`src/design/mwo_pkg.sv`:
```
// Shared types and constants for the multi-waveform oscillator.
// Depends on nothing; imported by the step logic and the top level.
package mwo_pkg;

    localparam int CFG_DATA_BITS = 32;
    localparam int CFG_INDEX_BITS = 3;
    localparam int STEP_BITS = 26;

    localparam logic signed [31:0] ONE_Q24 = 32'sd16777216;
    localparam logic signed [31:0] MINUS_ONE_Q24 = -32'sd16777216;
    localparam logic [31:0] COUNT_STEP = 32'd256;

    localparam logic [1:0] MODE_SINE = 2'd0;
    localparam logic [1:0] MODE_PULSE = 2'd1;
    localparam logic [1:0] MODE_TRIANGLE = 2'd2;
    localparam logic [1:0] MODE_SAW = 2'd3;

    typedef enum logic [CFG_INDEX_BITS-1:0] {
        REG_WAVE_MODE  = 3'd0,
        REG_CYCLE_LEN  = 3'd1,
        REG_PULSE_LEN  = 3'd2,
        REG_RISE_LEN   = 3'd3,
        REG_RISE_STEP  = 3'd4,
        REG_FALL_STEP  = 3'd5,
        REG_PHASE_STEP = 3'd6
    } reg_idx_t;

    typedef struct packed {
        logic [1:0]           wave_mode;
        logic [31:0]          cycle_len;
        logic [31:0]          pulse_len;
        logic [31:0]          rise_len;
        logic [STEP_BITS-1:0] rise_step;
        logic [STEP_BITS-1:0] fall_step;
        logic [31:0]          phase_step;
    } cfg_t;

    typedef struct packed {
        logic [31:0]        cycle_count;
        logic signed [31:0] level;
        logic [31:0]        phase;
    } osc_state_t;

endpackage

```
`src/design/mwo_if.sv`:
```
// Handshake channel interfaces of the oscillator: tick in, sample out, register writes.
// Depends on mwo_pkg for the register write widths.
interface mwo_tick_if;
    logic valid;
    logic ready;
    logic tick;

    modport source (output valid, output tick, input ready);
    modport sink (input valid, input tick, output ready);
endinterface

interface mwo_sample_if #(
    parameter int W = 16
);
    logic         valid;
    logic         ready;
    logic [W-1:0] sample;

    modport source (output valid, output sample, input ready);
    modport sink (input valid, input sample, output ready);
endinterface

interface mwo_cfg_if;
    import mwo_pkg::*;
    logic                      valid;
    logic                      ready;
    logic [CFG_INDEX_BITS-1:0] index;
    logic [CFG_DATA_BITS-1:0]  data;

    modport source (output valid, output index, output data, input ready);
    modport sink (input valid, input index, input data, output ready);
endinterface

```
`src/design/mwo_step.sv`:
```
// Next-state logic for one sample: count wrap, phase advance, level stepping.
// Depends on mwo_pkg for the register and state structs.
module mwo_step (
    input  mwo_pkg::cfg_t       cfg,
    input  mwo_pkg::osc_state_t cur,
    output mwo_pkg::osc_state_t nxt,
    output logic signed [31:0]  shown
);
    import mwo_pkg::*;

    localparam logic signed [33:0] MAX32 = 34'sd2147483647;
    localparam logic signed [33:0] MIN32 = -34'sd2147483648;

    logic               rising;
    logic signed [31:0] clamped;
    logic signed [33:0] stepped;
    logic signed [31:0] level_sat;
    logic [32:0]        count_sum;
    logic               ends;

    always_comb
    begin
        rising = (cfg.wave_mode == MODE_TRIANGLE) && (cur.cycle_count < cfg.rise_len);

        // clamp at the turning point, then step by the active slope
        if (rising)
        begin
            clamped = (cur.level <= MINUS_ONE_Q24) ? MINUS_ONE_Q24 : cur.level;
            stepped = 34'(clamped) + $signed({8'd0, cfg.rise_step});
        end
        else
        begin
            clamped = (cur.level >= ONE_Q24) ? ONE_Q24 : cur.level;
            stepped = 34'(clamped) - $signed({8'd0, cfg.fall_step});
        end

        if (stepped > MAX32)
            level_sat = 32'sd2147483647;
        else if (stepped < MIN32)
            level_sat = -32'sd2147483648;
        else
            level_sat = stepped[31:0];

        count_sum = {1'b0, cur.cycle_count} + {1'b0, COUNT_STEP};
        ends = count_sum >= {1'b0, cfg.cycle_len};

        nxt.cycle_count = ends ? 32'd0 : count_sum[31:0];
        nxt.phase = cur.phase + cfg.phase_step;

        case (cfg.wave_mode)
            MODE_PULSE:
            begin
                shown = (cur.cycle_count < cfg.pulse_len) ? 32'sd0 : ONE_Q24;
                nxt.level = cur.level;
            end
            MODE_TRIANGLE:
            begin
                shown = clamped;
                nxt.level = level_sat;
            end
            MODE_SAW:
            begin
                shown = clamped;
                nxt.level = ends ? ONE_Q24 : level_sat;
            end
            default:
            begin
                shown = 32'sd0;
                nxt.level = cur.level;
            end
        endcase
    end

endmodule

```
`src/design/multi_waveform_oscillator_core.sv`:
```
// Top level of the multi-waveform oscillator: registers, state, sine ROM, output stage.
// Depends on mwo_pkg, the channel interfaces in mwo_if and the step logic in mwo_step.
//
//  channel   dir  payload               transaction meaning
//  --------  ---  --------------------  ----------------------------------------
//  ticks     in   tick (1 bit)          one sample period; tick 0 is dropped
//  samples   out  sample (SAMPLE_BITS)  signed Q1.(SAMPLE_BITS-1) sample
//  cfg       in   index (3), data (32)  register write, unknown index ignored
//
// One tick per cycle while the sink keeps up. A tick of 1 yields its sample in the
// next cycle: the sine ROM read and the sample conversion land in the output register.
// ticks.ready is high whenever the output register is empty or being drained, so a
// stalled sample holds and back-pressure reaches the input in the same cycle.
// Reset (rst_n low, asynchronous) restores the register defaults and the waveform
// start; cfg.ready is always high.
module multi_waveform_oscillator_core #(
    parameter int SINE_TABLE_DEPTH = 256,
    parameter int SAMPLE_BITS = 16
) (
    input  logic            clk,
    input  logic            rst_n,
    mwo_tick_if.sink        ticks,
    mwo_sample_if.source    samples,
    mwo_cfg_if.sink         cfg
);
    import mwo_pkg::*;

    localparam int IDX_W = $clog2(SINE_TABLE_DEPTH);
    localparam int DEPTH_W = $clog2(SINE_TABLE_DEPTH + 1);
    localparam int SHIFT = 25 - SAMPLE_BITS;
    localparam logic signed [31:0] SAMPLE_HI = 32'sd2 ** (SAMPLE_BITS - 1) - 32'sd1;
    localparam logic signed [31:0] SAMPLE_LO = -SAMPLE_HI - 32'sd1;
    localparam longint unsigned PI_Q30 = 64'd3373259426;
    localparam int TERMS = 8;

    typedef logic [SAMPLE_BITS-1:0] rom_t [SINE_TABLE_DEPTH];

    // Q8.24 level to sample code: floor shift, then saturate
    function automatic logic [SAMPLE_BITS-1:0] to_sample(input logic signed [31:0] v);
        logic signed [31:0] q;
        q = v >>> SHIFT;
        if (q > SAMPLE_HI)
            q = SAMPLE_HI;
        if (q < SAMPLE_LO)
            q = SAMPLE_LO;
        return q[SAMPLE_BITS-1:0];
    endfunction

    // sin of x in Q30 over the first quarter turn, Taylor series
    function automatic longint sin_quarter(input longint unsigned x);
        longint unsigned x2;
        longint unsigned term;
        longint unsigned prod;
        longint          sum;
        x2 = (x * x) >> 30;
        term = x;
        sum = longint'(x);
        for (int n = 1; n < TERMS; n++)
        begin
            prod = (term * x2) >> 30;
            // next odd term: divide by (2n)(2n+1)
            case (n)
                1:       term = prod / 64'd6;
                2:       term = prod / 64'd20;
                3:       term = prod / 64'd42;
                4:       term = prod / 64'd72;
                5:       term = prod / 64'd110;
                6:       term = prod / 64'd156;
                default: term = prod / 64'd210;
            endcase
            if (n % 2 == 1)
                sum = sum - longint'(term);
            else
                sum = sum + longint'(term);
        end
        return sum;
    endfunction

    // sine samples, built at elaboration
    function automatic rom_t build_rom();
        rom_t              rom;
        longint unsigned   a;
        logic              neg;
        longint            s;
        longint unsigned   m;
        logic signed [31:0] entry;
        for (int k = 0; k < SINE_TABLE_DEPTH; k++)
        begin
            a = (64'd2 * PI_Q30 * longint'(k)) / SINE_TABLE_DEPTH;
            neg = 1'b0;
            if (a > PI_Q30)
            begin
                a = a - PI_Q30;
                neg = 1'b1;
            end
            if (a > PI_Q30 / 2)
                a = PI_Q30 - a;
            s = sin_quarter(a);
            if (s < 0)
                s = 0;
            m = (longint'(s) + 64'd32) >> 6;
            entry = neg ? -$signed(m[31:0]) : $signed(m[31:0]);
            rom[k] = to_sample(entry);
        end
        return rom;
    endfunction

    localparam rom_t SINE_ROM = build_rom();

    cfg_t                   cfg_reg;
    osc_state_t             state_reg;
    osc_state_t             state_next;
    logic signed [31:0]     shown;
    logic [SAMPLE_BITS-1:0] sample_reg;
    logic                   out_valid_reg;
    logic                   in_accept;
    logic                   emit;
    logic                   cfg_write;
    logic [32+DEPTH_W-1:0]  phase_prod;
    logic [IDX_W-1:0]       rom_idx;

    mwo_step u_step (
        .cfg   (cfg_reg),
        .cur   (state_reg),
        .nxt   (state_next),
        .shown (shown)
    );

    assign ticks.ready = !out_valid_reg || samples.ready;
    assign in_accept = ticks.valid && ticks.ready;
    assign emit = in_accept && ticks.tick;

    assign cfg.ready = 1'b1;
    assign cfg_write = cfg.valid;

    assign samples.valid = out_valid_reg;
    assign samples.sample = sample_reg;

    // table index is the top bits of phase scaled by the depth
    assign phase_prod = {{DEPTH_W{1'b0}}, state_reg.phase}
                        * (32 + DEPTH_W)'(SINE_TABLE_DEPTH);
    assign rom_idx = phase_prod[32 +: IDX_W];

    // register file and oscillator state
    always_ff @(posedge clk or negedge rst_n)
    begin
        if (!rst_n)
        begin
            cfg_reg.wave_mode <= MODE_SINE;
            cfg_reg.cycle_len <= 32'd25600;
            cfg_reg.pulse_len <= 32'd12800;
            cfg_reg.rise_len <= 32'd12800;
            cfg_reg.rise_step <= STEP_BITS'(335544);
            cfg_reg.fall_step <= STEP_BITS'(335544);
            cfg_reg.phase_step <= 32'd42949673;
            state_reg.cycle_count <= 32'd0;
            state_reg.level <= MINUS_ONE_Q24;
            state_reg.phase <= 32'd0;
        end
        else if (cfg_write)
        begin
            unique case (reg_idx_t'(cfg.index))
                REG_WAVE_MODE:
                begin
                    // mode change restarts the waveform
                    cfg_reg.wave_mode <= cfg.data[1:0];
                    state_reg.cycle_count <= 32'd0;
                    state_reg.phase <= 32'd0;
                    state_reg.level <= (cfg.data[1:0] == MODE_SAW) ? ONE_Q24 : MINUS_ONE_Q24;
                end
                REG_CYCLE_LEN:  cfg_reg.cycle_len <= cfg.data;
                REG_PULSE_LEN:  cfg_reg.pulse_len <= cfg.data;
                REG_RISE_LEN:   cfg_reg.rise_len <= cfg.data;
                REG_RISE_STEP:  cfg_reg.rise_step <= cfg.data[STEP_BITS-1:0];
                REG_FALL_STEP:  cfg_reg.fall_step <= cfg.data[STEP_BITS-1:0];
                REG_PHASE_STEP: cfg_reg.phase_step <= cfg.data;
                default:        ;
            endcase
        end
        else if (emit)
        begin
            state_reg <= state_next;
        end
    end

    // output stage valid
    always_ff @(posedge clk or negedge rst_n)
    begin
        if (!rst_n)
            out_valid_reg <= 1'b0;
        else if (emit)
            out_valid_reg <= 1'b1;
        else if (samples.ready)
            out_valid_reg <= 1'b0;
    end

    // output payload: registered ROM read for sine, converted level otherwise
    always_ff @(posedge clk)
    begin
        if (emit)
        begin
            if (cfg_reg.wave_mode == MODE_SINE)
                sample_reg <= SINE_ROM[rom_idx];
            else
                sample_reg <= to_sample(shown);
        end
    end

endmodule

```
`src/flat_wrapper.sv`:
```
// flat-port wrapper written by rule: the top's interface ports become plain ports
module multi_waveform_oscillator_core_flat import mwo_pkg::*;
#(
    parameter int SINE_TABLE_DEPTH = 256,
    parameter int SAMPLE_BITS = 16
)
  (clk, rst_n, ticks_valid, ticks_tick, ticks_ready, samples_valid, samples_sample, samples_ready, cfg_valid, cfg_index, cfg_data, cfg_ready);
  mwo_tick_if ticks_i ();
  mwo_sample_if #(.W(SAMPLE_BITS)) samples_i ();
  mwo_cfg_if cfg_i ();
  input  logic clk;
  input  logic rst_n;
  input wire logic [$bits(ticks_i.valid)-1:0] ticks_valid;
  input wire logic [$bits(ticks_i.tick)-1:0] ticks_tick;
  output wire logic [$bits(ticks_i.ready)-1:0] ticks_ready;
  output wire logic [$bits(samples_i.valid)-1:0] samples_valid;
  output wire logic [$bits(samples_i.sample)-1:0] samples_sample;
  input wire logic [$bits(samples_i.ready)-1:0] samples_ready;
  input wire logic [$bits(cfg_i.valid)-1:0] cfg_valid;
  input wire logic [$bits(cfg_i.index)-1:0] cfg_index;
  input wire logic [$bits(cfg_i.data)-1:0] cfg_data;
  output wire logic [$bits(cfg_i.ready)-1:0] cfg_ready;
  assign ticks_i.valid = ticks_valid;
  assign ticks_i.tick = ticks_tick;
  assign ticks_ready = ticks_i.ready;
  assign samples_valid = samples_i.valid;
  assign samples_sample = samples_i.sample;
  assign samples_i.ready = samples_ready;
  assign cfg_i.valid = cfg_valid;
  assign cfg_i.index = cfg_index;
  assign cfg_i.data = cfg_data;
  assign cfg_ready = cfg_i.ready;
  multi_waveform_oscillator_core #(.SINE_TABLE_DEPTH(SINE_TABLE_DEPTH), .SAMPLE_BITS(SAMPLE_BITS)) u_core (.clk(clk), .rst_n(rst_n), .ticks(ticks_i), .samples(samples_i), .cfg(cfg_i));
endmodule
```
`config.mk`:
```
export PLATFORM = sky130hd
export DESIGN_NAME = multi_waveform_oscillator_core_flat
export DESIGN_NICKNAME = d
export VERILOG_FILES = /design/src/design/mwo_pkg.sv /design/src/design/mwo_if.sv /design/src/design/mwo_step.sv /design/src/design/multi_waveform_oscillator_core.sv /design/src/flat_wrapper.sv
export SDC_FILE = /design/constraint.sdc
export NUM_CORES = 1
export LEC_CHECK = 0
export BUFFER_PORTS_ARGS = -buffer_cell sky130_fd_sc_hd__buf_4
export CORE_ASPECT_RATIO = 1.4
export CORE_MARGIN = 5
export CORE_UTILIZATION = 55
export CTS_CLUSTER_SIZE = 12
export DETAILED_ROUTE_END_ITERATION = 10
export PLACE_DENSITY = 0.77
export SETUP_SLACK_MARGIN = 0.4
export SLEW_MARGIN = 20
export SYNTH_ARGS = -nofsm -noshare
export SYNTH_HDL_FRONTEND = slang
export SYNTH_SLANG_ARGS = --single-unit
```
`constraint.sdc`:
```
create_clock -name clk -period 4.8 [get_ports clk]
set_input_delay 0.24 -clock clk [delete_from_list [all_inputs] [get_ports clk]]
set_output_delay 0.24 -clock clk [all_outputs]
set_load 0.02 [all_outputs]
```
# Word level (Yosys, flattened, before mapping)
# Memory sizes are Yosys's and may differ from the RTL's.
# Index checks and enable logic that the tools add are counted.
# word_totals
memories	1
reg_bits	295
rom_bits	4096
out_inout_bits	19
inputBits	41
elab_cells	83
# op_classes
magnitude_cmp	10
n_reduce_logical	20
eq_ne	11
muxes	24
n_bitwise	1
n_addsub	4
# mem_list
name	words	width	rd	rd_ports_with_merged_regs	wr	line_no	source
(no name shown)	256	16	1	0	0	multi_waveform_oscillator_core.sv:203	sample_reg <= SINE_ROM[rom_idx];
# ops
operator	n
$mux 32	11
$mux 96	3
$pmux 32 s2	2
$lt 32x32->1	2
$mux 16	4
$gt 34x32->1 const B	1
$lt 34x32->1 const B	1
$mux 34	1
$add 32x27->33	1
$add 32x9->33 const B	1
$ge 33x32->1	1
$sub 32x27->33	1
$add 32x32->32	1
$ge 32x26->1 const B	1
$le 32x25->1 const B	1
$lt 32x16->1 const B	1
$mux 25	1
$gt 23x16->1 const B	1
$reduce_and 2->1	8
$eq 3x3->1 const B	3
$ge 9x9->1 const B	1
$not 8->9	1
$eq 2x2->1 const B	3
$eq 3x2->1 const B	2
13 further kinds	17

# Longest topological paths before layout
# depth
ltp_word	11
depth_mapped	23

# Modules after synthesis
# Synthesis repeated with hierarchy kept, for this count alone.
# unflattened
hier_cells	3059
hier_area_um2	25418.1
# modules_own_cells
mod	n_inst	cells_each	area_per_inst_um2	seq_area_each_um2
multi_waveform_oscillator_core	1	1650	16064.2	7524.7
mwo_step	1	1409	9354.0	0.0

# Worst setup path after synthesis
# No wires, ideal clock.
# synth_path
path_type	reg-to-reg
startpoint	register u_core.state_reg[60] (netlist bit)
endpoint	register u_core.state_reg[36] (netlist bit)
path_slack_ns	0.084
required_ns	4.724
arrival_time_ns	4.639
setup_time_ns	0.076
path_stages_with_launch	22
period_less_slack_ns	4.716
path_cell_list	dfstp_2 > buf_2 > or4_1 > o41ai_2 > clkbuf_1 > clkbuf_1 > nand2_1 > ha_1 > fa_1 > nand2b_1 > a21oi_1 > o211ai_1 > a21oi_1 > a211oi_1 > o21bai_1 > nand2b_1 > nand3_1 > mux2i_2 > buf_6 > buf_6 > a211oi_2 > o21ai_1
# synth_via
elab_chain_cells	11
elab_cells_between_ends	15
# synth_lines
element	line_no	source
start: declaration	multi_waveform_oscillator_core.sv:111	osc_state_t state_reg;
start signal: assignment	multi_waveform_oscillator_core.sv:182	state_reg <= state_next;
$ge 32x26->1 / $le 32x25->1 (equally long branches)	mwo_step.sv:33, mwo_step.sv:28	
$mux 32 (on tied branches)	mwo_step.sv:33, mwo_step.sv:28	
$sub 32x27->33 / $add 32x27->33 (equally long branches)	mwo_step.sv:34, mwo_step.sv:29	
$mux 34 *	mwo_step.sv:26	if (rising)
$lt 34x32->1	mwo_step.sv:39	else if (stepped < MIN32)
$mux 32	mwo_step.sv:39	
$mux 32 *	mwo_step.sv:37	if (stepped > MAX32)
$mux 32	mwo_step.sv:64	nxt.level = ends ? ONE_Q24 : level_sat;
$pmux 32 s2 *	mwo_step.sv:50	case (cfg.wave_mode)
$mux 96 *	multi_waveform_oscillator_core.sv:180	else if (emit)
$mux 96 *	multi_waveform_oscillator_core.sv:160	else if (cfg_write)
# Mark *: on every way between the ends. The rest lies on a longest branch, timed or not. The select of a mux whose other input is x is not followed.
# A chain may end at the register's enable or synchronous reset.

# Worst setup path in the final report
# layout_path
startpoint	register u_core.state_reg[61] (netlist bit)
endpoint	register u_core.state_reg[46] (netlist bit)
# The elaborated chain is that of the path after synthesis.

==> tab_implementation.tex <==
\begin{tabular}{lr}
\hline
Metric & Value \\
\hline
\multicolumn{2}{l}{\textbf{Outcome}} \\
\quad Status & complete, no violations \\
\multicolumn{2}{l}{\textbf{Worst setup path}} \\
\quad Startpoint kind of the worst setup timing path & flip-flop \\
\quad Reg2Reg Depth & 21 \\
\quad Critical Path Fanout Max & 8 \\
\quad Arr. time, crit path & 5.18 ns \\
\quad Slowest library cell on the worst path & sky130\_fd\_sc\_hd\_\_or4\_4 \\
\quad Peak per-stage delay on the critical path & 0.55 ns \\
\quad CP Class & flip-flop to flip-flop \\
\quad Ordered list of cells on the worst path & or4\_4, o41ai\_4, buf\_6, buf\_12, buf\_16, and2\_4, ha\_4, o211ai\_1, a21oi\_4, o211ai\_1, a21oi\_2, a211oi\_4, o21bai\_1, buf\_4, nand2b\_4, nand3\_4, mux2i\_4, buf\_6, buf\_12, a211oi\_4, o21ai\_1 \\
\quad Required @ worst endpoint & 5.26 ns \\
\quad Critical Path End Type & flip-flop \\
\multicolumn{2}{l}{\textbf{Synthesis}} \\
\quad Share of the synthesized area in the top cell type & 0.2393 \\
\quad Area of the mapped netlist & 23110 um2 \\
\quad Async set or reset register ratio after synthesis & 0.9443 \\
\quad Multiplexer share of the synthesized area & 0.07422 \\
\quad Flops \& latches, synth & 287 \\
\quad Xor-xnor portion of the synthesized cell area & 0.03752 \\
\quad Synthesized Nets & 2958 \\
\quad Most common flop cell mapped by yosys & sky130\_fd\_sc\_hd\_\_dfrtp\_1 \\
\quad Largest family of logic cells by synthesized area & compound AO/OA/AOI/OAI gates \\
\quad Distinct cells, synth & 103 \\
\quad Post-Synth Adder-Cell Area & 0.09636 \\
\quad Fraction of the mapped netlist area in compound gates & 0.2519 \\
\quad Number of instances in the synthesized netlist & 2745 \\
\quad Cells taking the most area after synthesis & sky130\_fd\_sc\_hd\_\_dfrtp\_1, sky130\_fd\_sc\_hd\_\_ha\_1, sky130\_fd\_sc\_hd\_\_mux2\_2, sky130\_fd\_sc\_hd\_\_dfstp\_2, sky130\_fd\_sc\_hd\_\_o21ai\_0 \\
\quad Most frequent cell after synthesis & sky130\_fd\_sc\_hd\_\_nand2\_1 \\
\quad Area fraction in and, or, nand and nor cells after synthesis & 0.1686 \\
\quad Largest area contributor in the netlist & sky130\_fd\_sc\_hd\_\_dfrtp\_1 \\
\quad Number of warnings issued by yosys & 0 \\
\quad Leading cell types by count after synthesis & sky130\_fd\_sc\_hd\_\_nand2\_1, sky130\_fd\_sc\_hd\_\_o21ai\_0, sky130\_fd\_sc\_hd\_\_dfrtp\_1, sky130\_fd\_sc\_hd\_\_nor2\_1, sky130\_fd\_sc\_hd\_\_a21oi\_1 \\
\quad Share of the yosys chip area belonging to registers & 0.3169 \\
\quad Count of flip-flops with a built-in enable after synthesis & 16 \\
\quad Post-Syn Area per Cell & 8.420 um2 \\
\multicolumn{2}{l}{\textbf{Cells and area}} \\
\quad Number of antenna repair diodes & 0 \\
\quad Count of nets after finishing & 3106 \\
\quad Area growth, synth to finish & 18.57\% \\
\quad Ratio of cells with drive above 1 in the final layout & 0.2364 \\
\quad Flip-flop count of the largest register after layout & 182 \\
\multicolumn{2}{l}{\textbf{Timing}} \\
\quad Fin Clk Skew & 0.04219 ns \\
\quad Tcrit/Tclk final & 0.9833 \\
\quad Setup Viol. Count Final & 0 \\
\quad Fmax & 211.9 MHz \\
\quad Max Slew Vio Count & 0 \\
\quad Slew at the pin with the worst max-slew slack & 1.163 ns \\
\quad Final critical path time including I/O delays and setup & 4.720 ns \\
\quad Setup repair after global routing missed its margin & true \\
\quad Max-Slew Margin vs Limit & 0.2249 \\
\quad Number of endpoints with negative hold slack in the final report & 0 \\
\quad Aggregate negative setup slack & 0 ns \\
\multicolumn{2}{l}{\textbf{Hold path}} \\
\quad Depth of the worst hold-timing path & 3 \\
\quad Worst Hold Class & input pin to flip-flop \\
\multicolumn{2}{l}{\textbf{Flow run}} \\
\quad Count of maximum capacitance violations & 0 \\
\multicolumn{2}{l}{\textbf{CTS}} \\
\quad Worst-skew pair later-pin latency & 0.58 ns \\
\quad Number of H-tree levels & 1 \\
\quad Num Clock Sinks & 287 \\
\quad Clock slew seen by the registers of the worst setup and hold paths & 0.06 ns \\
\quad TritonCTS Buffers & 29 \\
\quad CTS tree & done \\
\quad CTS Buffer Depth & 3 \\
\quad CTS root buf & sky130\_fd\_sc\_hd\_\_clkbuf\_16 \\
\multicolumn{2}{l}{\textbf{GRT}} \\
\quad Maximum number of pins on one net before global-route repair & 118 \\
\quad Number of antenna violations at the first check in global routing & 1 \\
\quad Total global-route track usage & 0.3854 \\
\quad Global-route wire length before repair & 138600 um \\
\quad Leftover overflow at the end of global routing & 0 \\
\quad Vias in the first global route & 23154 \\
\multicolumn{2}{l}{\textbf{Drt}} \\
\quad Vias per cell & 6.846 \\
\quad Routed WL & 93840 um \\
\quad DRC violation count after routing & 0 \\
\quad Violation count after the first detailed-route iteration & 2595 \\
\quad Remaining antenna violation count after routing & 0 \\
\quad Routed len/inst & 27.11 um \\
\quad Detailed-routing iteration count for the pre-antenna-repair pass & 6 \\
\quad Routed via count & 23693 \\
\multicolumn{2}{l}{\textbf{Power}} \\
\quad Power density over the cells & 631.9 nW/um2 \\
\quad Maximum resistive drop on vdd & 0.0004134 V \\
\quad Leakage Power & 12.06 nW \\
\quad Total power draw & 17.32 mW \\
\multicolumn{2}{l}{\textbf{Die}} \\
\quad Effective utilization at floorplan & 0.5520 \\
\quad Std-Cell Core Area & 41870 um2 \\
\quad I/O pins & 60 \\
\quad DIE AREA & 46280 um2 \\
\quad Die Span Y & 252.6 um \\
\quad Horizontal die dimension & 183.3 um \\
\quad Number of placement rows & 89 \\
\multicolumn{2}{l}{\textbf{Placement}} \\
\quad Count of input and output buffers & 58 \\
\quad HPWL Detailed & 64540 um \\
\quad Placer congestion estimate & 1.059 \\
\hline
\end{tabular}
-- logic make-up after synthesis --
group | Yosys count
AO/OA/AOI/OAI | 892
other | 1
flip-flops | 287
adder cells (fa/ha/maj) | 177
buffers and inverters | 320
AND/OR/NAND/NOR | 818
multiplexers | 151
XOR/XNOR | 99
-- layout make-up --
cell class	count	area, um2
clock buffers	48	827.0
fillers	3324	14470
multi-input cells	2138	15380
flip-flops and latches	287	7333
inverters	138	518.0
repair buffers	299	2609
clock inverters	5	53.80
well taps	546	683.2
-- report_power, final --
part | leakage, nW | switching [mW] | total [mW] | internal (mW)
combinational | 8.19 | 7.06 | 11.4 | 4.33
clock | 0.428 | 0.974 | 2.19 | 1.22
sequential | 3.44 | 0.596 | 3.73 | 3.13
-- layout by cell type, fill, tap and decap left out, types with 50 or more instances in the layout --
cell type and count:
sky130_fd_sc_hd__xnor2_1 59, sky130_fd_sc_hd__buf_4 244, sky130_fd_sc_hd__ha_1 149, sky130_fd_sc_hd__mux2_2 140, sky130_fd_sc_hd__nand3_1 85, sky130_fd_sc_hd__inv_1 131
sky130_fd_sc_hd__nor2_1 185, sky130_fd_sc_hd__dfrtp_1 216, sky130_fd_sc_hd__a21oi_1 170, sky130_fd_sc_hd__o21ai_0 238, sky130_fd_sc_hd__dfstp_2 50, sky130_fd_sc_hd__nand2_1 268
-- final timing paths --
| kind | end | from | slack [ns] |
|---|---|---|---|
| hold / removal | u_core.cfg_reg[162] | cfg_data[14] | 0.02 |
| min in group asynchronous | u_core.cfg_reg[154] | rst_n | 0.27 |
| hold reg to reg | u_core.state_reg[22] | u_core.state_reg[22] | 0.50 |
| max in group asynchronous | u_core.cfg_reg[102] | rst_n | 3.15 |
| setup / recovery | u_core.state_reg[46] | u_core.state_reg[61] | 0.08 |
| setup reg to reg | u_core.state_reg[46] | u_core.state_reg[61] | 0.08 |
-- timing repair --
| action | CTS | global route |
|---|---|---|
| resized for setup | 64 | 120 |
| cloned | 5 | 5 |
| endpoints found under the hold margin | 188 | 0 |
| endpoints found under the setup margin | 37 | 37 |
| pin swaps | 26 | 53 |
| hold buffers | 28 | 0 |
| buffers inserted | 42 | 25 |
-- per-layer routing --
| layer | up-vias | wire length, um | GRT usage |
|---|---|---|---|
| met5 | - | 13 | 0 |
| met4 | 2 | 8419 | 0.2596 |
| met2 | 1465 | 44380 | 0.6494 |
| met1 | 11423 | 32920 | 0.4530 |
| met3 | 488 | 8108 | 0.05773 |
| li1 | 10315 | - | - |
-- critical path: cells and delay by family, from the launching register on --
| kind | cells | cell delay (ns) |
|---|---|---|
| compound gates | 9 | 1.96 |
| simple gates | 4 | 1.04 |
| buf+inv | 6 | 0.88 |
| flops | 1 | 0.41 |
| fa+ha+maj | 1 | 0.22 |
| mux | 1 | 0.08 |
-- per-stage QoR --
stage	hold slack (ns)	utilization	area, um2	setup slack [ns]	cells
after floorplan	-0.05559	-	23160	0.4155	2745
final	0.01884	0.6545	27410	0.08024	3461
after global placement	0.3336	0.5895	24680	0.2582	3303
after detailed placement	0.3413	0.5895	24680	0.1083	3303
after CTS	0.004410	0.6349	26580	0.2590	3431
after global routing	0.01887	0.6545	27410	-0.005869	3461
Power figures use the tool's default switching activity.
